==> src/rtl/core/ssfm_pkg.sv <==
// ----------------------------------------------------------------------------
// ssfm_pkg
// Shared types and constants for the first-match substring search block.
// ----------------------------------------------------------------------------
package ssfm_pkg;

	localparam int BYTE_W = 8;
	localparam int IDX_W  = 8;

	// Input word opcodes
	typedef enum logic [1:0] {
		MODE_PATTERN = 2'd0,
		MODE_TEXT    = 2'd1,
		MODE_EMPTY   = 2'd2,
		MODE_END     = 2'd3
	} mode_t;

	// Broadcast controls from the sequencer to every cell
	typedef struct packed {
		logic load;        // shift pattern chain by one byte
		logic clear_pat;   // drop the whole pattern
		logic text;        // advance partial-match flags on a text byte
		logic clear_text;  // zero all partial-match flags
	} cell_ctrl_t;

endpackage

==> src/rtl/core/ssfm_in_if.sv <==
// ----------------------------------------------------------------------------
// ssfm_in_if
// Input channel: one pattern/text/command word per handshake.
// ----------------------------------------------------------------------------
interface ssfm_in_if;
	logic        valid;
	logic        ready;
	logic [1:0]  mode;
	logic [7:0]  data_byte;
	logic        last;

	modport source (output valid, output mode, output data_byte, output last, input ready);
	modport sink   (input valid, input mode, input data_byte, input last, output ready);
endinterface

==> src/rtl/core/ssfm_out_if.sv <==
// ----------------------------------------------------------------------------
// ssfm_out_if
// Result channel: one search result word per text.
// ----------------------------------------------------------------------------
interface ssfm_out_if;
	logic        valid;
	logic        ready;
	logic        found;
	logic [7:0]  match_index;

	modport source (output valid, output found, output match_index, input ready);
	modport sink   (input valid, input found, input match_index, output ready);
endinterface

==> src/rtl/core/ssfm_cell.sv <==
// ----------------------------------------------------------------------------
// ssfm_cell
// One pattern position: holds a pattern byte, its valid bit and the
// partial-match flag for that position.
// ----------------------------------------------------------------------------
module ssfm_cell (
	input  logic                                clk,
	input  logic                                arst_n,
	input  ssfm_pkg::cell_ctrl_t                ctrl,
	input  logic [ssfm_pkg::BYTE_W-1:0]         data_byte,
	input  logic [ssfm_pkg::BYTE_W-1:0]         prev_byte,
	input  logic                                prev_vld,
	input  logic                                carry_in,
	output logic [ssfm_pkg::BYTE_W-1:0]         byte_q,
	output logic                                vld_q,
	output logic                                carry_out,
	output logic                                hit
);

	logic flag_q;

	// Cells are loaded newest-first: the last pattern byte sits in cell 0 and
	// the prefix flag travels toward cell 0 one position per text byte.
	assign hit       = vld_q & carry_in & (byte_q == data_byte);
	// An unused cell above the pattern supplies an always-true prefix
	assign carry_out = vld_q ? flag_q : 1'b1;

	// Pattern byte shift stage
	always_ff @(posedge clk) begin
		if (ctrl.load) begin
			byte_q <= prev_byte;
		end
	end

	// Valid bit
	always_ff @(posedge clk or negedge arst_n) begin
		if (!arst_n) begin
			vld_q <= 1'b0;
		end else if (ctrl.clear_pat) begin
			vld_q <= 1'b0;
		end else if (ctrl.load) begin
			vld_q <= prev_vld;
		end
	end

	// Partial-match flag
	always_ff @(posedge clk or negedge arst_n) begin
		if (!arst_n) begin
			flag_q <= 1'b0;
		end else if (ctrl.clear_text) begin
			flag_q <= 1'b0;
		end else if (ctrl.text) begin
			flag_q <= hit;
		end
	end

endmodule

==> src/rtl/core/substring_search_first_match.sv <==
// ----------------------------------------------------------------------------
// substring_search_first_match
// Streaming exact substring search reporting the first match position.
//
// Load a pattern with mode 0 words (last closes it; a pattern word after a
// closed pattern starts a new one), or set an empty pattern with mode 2.
// Stream text with mode 1 words; a text word with last set, or an end word
// (mode 3), produces one result word: found and the 1-based start of the
// earliest occurrence, or 0. The result word is valid from the cycle after
// the accepting edge. Input words are accepted back to back; each text
// word updates all pattern positions at once in a row of MAX_LEN cells,
// one per pattern byte, and the only stall comes from a result word
// still waiting downstream. There is no clearing pass after reset.
// Pattern and text bytes past MAX_LEN are dropped.
// ----------------------------------------------------------------------------
module substring_search_first_match #(
	parameter int MAX_LEN = 255
) (
	input  logic            clk,
	input  logic            arst_n,
	ssfm_in_if.sink         in_ch,
	ssfm_out_if.source      out_ch
);

	localparam logic [ssfm_pkg::IDX_W-1:0] MaxL = ssfm_pkg::IDX_W'(MAX_LEN);

	ssfm_pkg::mode_t        mode;
	ssfm_pkg::cell_ctrl_t   ctrl;
	logic                   acc;
	logic                   restart;
	logic                   take;
	logic                   emit;
	logic                   closed_q;
	logic [ssfm_pkg::IDX_W-1:0] len_q;
	logic [ssfm_pkg::IDX_W-1:0] pos_q;
	logic [ssfm_pkg::IDX_W-1:0] first_q;
	logic [ssfm_pkg::IDX_W-1:0] first_nxt;
	logic [ssfm_pkg::IDX_W:0]   start_sum;
	logic                   out_vld_q;
	logic                   found_q;
	logic [ssfm_pkg::IDX_W-1:0] idx_q;

	logic [ssfm_pkg::BYTE_W-1:0] cell_byte [MAX_LEN];
	logic [MAX_LEN-1:0]          cell_vld;
	logic [MAX_LEN-1:0]          cell_carry;
	logic [MAX_LEN-1:0]          cell_hit;

	// Handshake and word decode
	assign in_ch.ready = ~out_vld_q | out_ch.ready;
	assign acc         = in_ch.valid & in_ch.ready;
	assign mode        = ssfm_pkg::mode_t'(in_ch.mode);

	assign restart = acc & (mode == ssfm_pkg::MODE_PATTERN) & closed_q;
	assign take    = acc & (mode == ssfm_pkg::MODE_TEXT) & (pos_q < MaxL);
	assign emit    = acc & ((mode == ssfm_pkg::MODE_END) |
		((mode == ssfm_pkg::MODE_TEXT) & in_ch.last));

	assign ctrl.load       = acc & (mode == ssfm_pkg::MODE_PATTERN) &
		(closed_q | (len_q < MaxL));
	assign ctrl.clear_pat  = acc & (mode == ssfm_pkg::MODE_EMPTY);
	assign ctrl.text       = take;
	assign ctrl.clear_text = restart | ctrl.clear_pat | emit;

	// Cell row
	for (genvar k = 0; k < MAX_LEN; k++) begin : g_cell
		logic [ssfm_pkg::BYTE_W-1:0] prev_byte;
		logic                        prev_vld;
		logic                        carry_in;

		if (k == 0) begin : g_head
			assign prev_byte = in_ch.data_byte;
			assign prev_vld  = 1'b1;
		end else begin : g_body
			assign prev_byte = cell_byte[k-1];
			assign prev_vld  = cell_vld[k-1] & ~restart;
		end

		if (k == MAX_LEN - 1) begin : g_top
			assign carry_in = 1'b1;
		end else begin : g_mid
			assign carry_in = cell_carry[k+1];
		end

		ssfm_cell u_cell (
			.clk       (clk),
			.arst_n    (arst_n),
			.ctrl      (ctrl),
			.data_byte (in_ch.data_byte),
			.prev_byte (prev_byte),
			.prev_vld  (prev_vld),
			.carry_in  (carry_in),
			.byte_q    (cell_byte[k]),
			.vld_q     (cell_vld[k]),
			.carry_out (cell_carry[k]),
			.hit       (cell_hit[k])
		);
	end

	// Earliest match start: position + 2 - length on a full match
	assign start_sum = {1'b0, pos_q} + (ssfm_pkg::IDX_W+1)'(2) - {1'b0, len_q};
	assign first_nxt = (take && cell_hit[0] && (first_q == '0)) ?
		start_sum[ssfm_pkg::IDX_W-1:0] : first_q;

	// Pattern length and open/closed state
	always_ff @(posedge clk or negedge arst_n) begin
		if (!arst_n) begin
			len_q    <= '0;
			closed_q <= 1'b1;
		end else if (acc) begin
			case (mode)
				ssfm_pkg::MODE_PATTERN: begin
					if (closed_q) begin
						len_q <= ssfm_pkg::IDX_W'(1);
					end else if (len_q < MaxL) begin
						len_q <= len_q + 1'b1;
					end
					closed_q <= in_ch.last;
				end
				ssfm_pkg::MODE_TEXT: begin
					closed_q <= 1'b1;
				end
				ssfm_pkg::MODE_EMPTY: begin
					len_q    <= '0;
					closed_q <= 1'b1;
				end
				default: ;
			endcase
		end
	end

	// Text position and first match
	always_ff @(posedge clk or negedge arst_n) begin
		if (!arst_n) begin
			pos_q   <= '0;
			first_q <= '0;
		end else if (ctrl.clear_text) begin
			pos_q   <= '0;
			first_q <= '0;
		end else if (take) begin
			pos_q   <= pos_q + 1'b1;
			first_q <= first_nxt;
		end
	end

	// Result output register
	always_ff @(posedge clk or negedge arst_n) begin
		if (!arst_n) begin
			out_vld_q <= 1'b0;
		end else if (emit) begin
			out_vld_q <= 1'b1;
		end else if (out_ch.ready) begin
			out_vld_q <= 1'b0;
		end
	end

	always_ff @(posedge clk) begin
		if (emit) begin
			found_q <= (first_nxt != '0);
			idx_q   <= first_nxt;
		end
	end

	assign out_ch.valid       = out_vld_q;
	assign out_ch.found       = found_q;
	assign out_ch.match_index = idx_q;

endmodule

==> src/flat_wrapper.sv <==
// flat-port wrapper written by rule: the top's interface ports become plain ports
module substring_search_first_match_flat 
#(
	parameter int MAX_LEN = 255
)
  (clk, arst_n, in_ch_valid, in_ch_mode, in_ch_data_byte, in_ch_last, in_ch_ready, out_ch_valid, out_ch_found, out_ch_match_index, out_ch_ready);
  ssfm_in_if in_ch_i ();
  ssfm_out_if out_ch_i ();
  input  logic clk;
  input  logic arst_n;
  input wire logic [$bits(in_ch_i.valid)-1:0] in_ch_valid;
  input wire logic [$bits(in_ch_i.mode)-1:0] in_ch_mode;
  input wire logic [$bits(in_ch_i.data_byte)-1:0] in_ch_data_byte;
  input wire logic [$bits(in_ch_i.last)-1:0] in_ch_last;
  output wire logic [$bits(in_ch_i.ready)-1:0] in_ch_ready;
  output wire logic [$bits(out_ch_i.valid)-1:0] out_ch_valid;
  output wire logic [$bits(out_ch_i.found)-1:0] out_ch_found;
  output wire logic [$bits(out_ch_i.match_index)-1:0] out_ch_match_index;
  input wire logic [$bits(out_ch_i.ready)-1:0] out_ch_ready;
  assign in_ch_i.valid = in_ch_valid;
  assign in_ch_i.mode = in_ch_mode;
  assign in_ch_i.data_byte = in_ch_data_byte;
  assign in_ch_i.last = in_ch_last;
  assign in_ch_ready = in_ch_i.ready;
  assign out_ch_valid = out_ch_i.valid;
  assign out_ch_found = out_ch_i.found;
  assign out_ch_match_index = out_ch_i.match_index;
  assign out_ch_i.ready = out_ch_ready;
  substring_search_first_match #(.MAX_LEN(MAX_LEN)) u_core (.clk(clk), .arst_n(arst_n), .in_ch(in_ch_i), .out_ch(out_ch_i));
endmodule
==> config.mk <==
export PLATFORM = sky130hd
export DESIGN_NAME = substring_search_first_match_flat
export DESIGN_NICKNAME = d
export VERILOG_FILES = /design/src/rtl/core/ssfm_pkg.sv /design/src/rtl/core/ssfm_in_if.sv /design/src/rtl/core/ssfm_out_if.sv /design/src/rtl/core/ssfm_cell.sv /design/src/rtl/core/substring_search_first_match.sv /design/src/flat_wrapper.sv
export SDC_FILE = /design/constraint.sdc
export NUM_CORES = 2
export LEC_CHECK = 0
export BUFFER_PORTS_ARGS = -buffer_cell sky130_fd_sc_hd__buf_4
export CAP_MARGIN = 40
export CORE_MARGIN = 4
export CORE_UTILIZATION = 25
export CTS_BUF_LIST = sky130_fd_sc_hd__clkbuf_4 sky130_fd_sc_hd__clkbuf_8
export DETAILED_ROUTE_END_ITERATION = 10
export GPL_ROUTABILITY_DRIVEN = 1
export HOLD_SLACK_MARGIN = 0.06
export PLACE_DENSITY = 0.39
export SYNTH_ARGS = -nofsm -noshare
export SYNTH_HDL_FRONTEND = slang
export SYNTH_HIERARCHICAL = 1
export SYNTH_SLANG_ARGS = --single-unit
==> constraint.sdc <==
create_clock -name clk -period 25.3 [get_ports clk]
set_input_delay 3.795 -clock clk [delete_from_list [all_inputs] [get_ports clk]]
set_output_delay 3.795 -clock clk [all_outputs]
set_load 0.05 [all_outputs]
==> results.md <==
* Total Routing Usage GR at 0.114
* Fin Setup TNS at 0 ns
* Initial core utilization at 0.251
* CTS tree: yes
* Drt wl/cell at ~18 um
* Starting DRT DRC Count at approximately 3,500
* Minimum clock period at just under 9 ns
* Reg clk slew, reported paths at around 0.060 ns
* Final worst slack at approximately 16 ns
* Grt met2 use at 0.176
* CP Capture Type: register
* RSZ-0062 raised after global routing: no
* Final period util at 0.348
* Busiest grt layer: met2
* PostCTS Resize Cnt at 0
* Worst-skew pair later-pin latency at ~1.1 ns
* Pre-CTS setup slack at ~15 ns
* Worst reg2reg setup slack at ~19 ns
* Gpl congestion at a little under 0.7
* Area of the core at 0.442 mm^2
* R2R Path End: u_core/g_cell[150].u_cell/vld_q$_DFFE_PN0P_
* FMAX at ~110 MHz
* Post-layout total power at 9.22 mW
* CTS Buffer Depth at 4
* Crit path capture: u_core/g_cell[150].u_cell/vld_q$_DFFE_PN0P_
* Number of buffers added on ports at 25
* Detailed-route vias per instance at roughly 4.2
* H-tree depth at 5
* Largest net degree at the start of global routing at 180
* Die area at ~0.45 mm^2
* DRC errors left at 0
* Num CTS Buffers at between 400 and 500
* Min-delay worst type: register to register
* Post-route ant nets at 0
* I/O pin count at 26
* Startpoint Class: input pin
* Synthesized cell area at roughly 0.11 mm^2
* DRT Pass-1 Iters at 5
* Fin. Hold Viols at 0
* Worst Path Arrival at roughly 9.7 ns
* Slew Limit Headroom at 0.233
* CP Max Fanout at roughly 180
* Worst hold start: u_core/g_cell[64].u_cell/byte_q[1]$_DFFE_PP_
* M3 GR Usage at 0.0194
* Via Count at 61,501
* Maximum vdd drop at 0.0429 mV
* Layout cells sized above 1 at 0.116
* Post-DP HPWL at between 100,000 and 150,000 um
* Total congestion overflow at 0
* Critical path required time at 26.18 ns
* Initial antenna violation count at 5
* Fin nets at around 8,300
* Final Max Tran Viols at 0
* Crit path kind: input pin to register
* Endpoints failing setup at 0
* Pwr/cell area at around 70 mW/mm^2
* Cells after Synth at ~7,600
* YS warnings at 6
* Setup Buffers After CTS at 0
* Reg2reg path depth at 12
* Clock Sinks at between 2,000 and 3,000
* Rows at around 240
* RR Startpoint: u_core/len_q[0]$_DFFE_PN0P_
* Die width at about 670 um
* Critical Path Source: in_ch_mode[0]
* Static Leak at 38.8 nW
* MaxCap Viol Count at 0
* Vias in the first global route at 66,126
* Height of the chip at 674 um
* Clk_skew at 0.0892 ns
* Area grow syn2layout at 17.0%
* First-pass GRT wire length at just over 400,000 um
* Root buf cell: clkbuf_8
* Tightest Pin Transition at roughly 1.1 ns
* Post-CTS Hold Buffers at 0
* Final wirelength at 264,000 um
* M1 GR Usage at 0.163
* Syn_area_per_cell at between 10 and 15 um^2
* Run status: finished clean
placed cells by master, fill, tap and decap left out, types with 9 or more instances in the layout:
master / count
edfxtp_1: 2049
xor2_1: 1278
xnor2_1: 771
clkbuf_8: 538
dfrtp_1: 534
nor2_1: 524
nand2_1: 268
nor3_1: 260
nand4_1: 259
and3_1: 258
and2_1: 256
nand2b_1: 256
mux2i_1: 255
or4b_1: 254
o21ai_1: 254
clkbuf_4: 224
buf_4: 108
clkinv_1: 55
clkinv_2: 35
buf_12: 23
ha_1: 20
inv_1: 19
o21ai_0: 17
buf_16: 12
inv_6: 10
buf_8: 9
nand3_1: 9
sequential cells by signal (all words and copies together), names as in the netlist:
name and cells:
u_core/out_ch.match_index 8, u_core/first_q 8, u_core/out_ch.valid 1, u_core/g_cell.u_cell/byte_q 2040, u_core/g_cell.u_cell/vld_q 255, u_core/out_ch.found 1, u_core/g_cell.u_cell/flag_q 254, u_core/pos_q 8
u_core/len_q 8, u_core/closed_q 1
power by group:
part / total [mW] / internal [mW] / switching (mW)
registers: 4.61 / 4.60 / 0.0159
clock network: 4.12 / 2.31 / 1.81
logic: 0.487 / 0.151 / 0.336
worst min path at each step:
| stage | depth (start not counted) | to | slack (ns) |
|---|---|---|---|
| final | 0 | u_core/g_cell[65].u_cell/byte_q[1]$_DFFE_PP_ | 0.43 |
| after global routing | 0 | u_core/g_cell[65].u_cell/byte_q[1]$_DFFE_PP_ | 0.44 |
| after CTS | 0 | u_core/g_cell[246].u_cell/byte_q[3]$_DFFE_PP_ | 0.42 |
| after detailed placement | 0 | u_core/g_cell[10].u_cell/byte_q[4]$_DFFE_PP_ | 0.45 |
| after global placement | 0 | u_core/g_cell[120].u_cell/byte_q[0]$_DFFE_PP_ | 0.45 |
| after floorplan | 2 | u_core/g_cell[100].u_cell/flag_q$_DFFE_PN0P_ | 0.45 |
layer usage:
metal  vias to the layer above  wire length, um
met5                         -                0
met4                         0             6870
met3                       495            10400
met2                       920           117000
met1                     31298           130000
li1                      28788                -
stage by stage:
step / instance area (um^2) / std cells / hold WS, ns / utilization
after floorplan: 111000 / 7638 / 0.447 / -
final: 130000 / 14542 / 0.432 / 0.294
after global placement: 120000 / 13642 / 0.449 / 0.270
after CTS: 130000 / 14541 / 0.416 / 0.294
after global routing: 130000 / 14542 / 0.440 / 0.294
after detailed placement: 120000 / 13661 / 0.454 / 0.272
critical path: stages:
cell and delay (ns):
buf_4 0.13, inv_1 0.08, ha_1 0.19, and3_1 0.28, and2_4 0.72, buf_4 0.79
buf_12 0.76, buf_4 0.78, buf_12 0.62, buf_4 0.54, buf_12 0.30, mux2i_1 0.22
nor2_1 0.05
area by class of cell:
class / count / area [um^2]
Clock inverter: 118 / 744
Timing Repair Buffer: 152 / 1740
Clock buffer: 762 / 9090
Antenna cell: 1 / 2.50
Inverter: 20 / 82.6
Fill cell: 44666 / 312000
Sequential cell: 2584 / 74900
Tap cell: 5904 / 7390
Multi-Input combinational cell: 5001 / 35900
No activity file was read; power rests on OpenSTA's default activity.
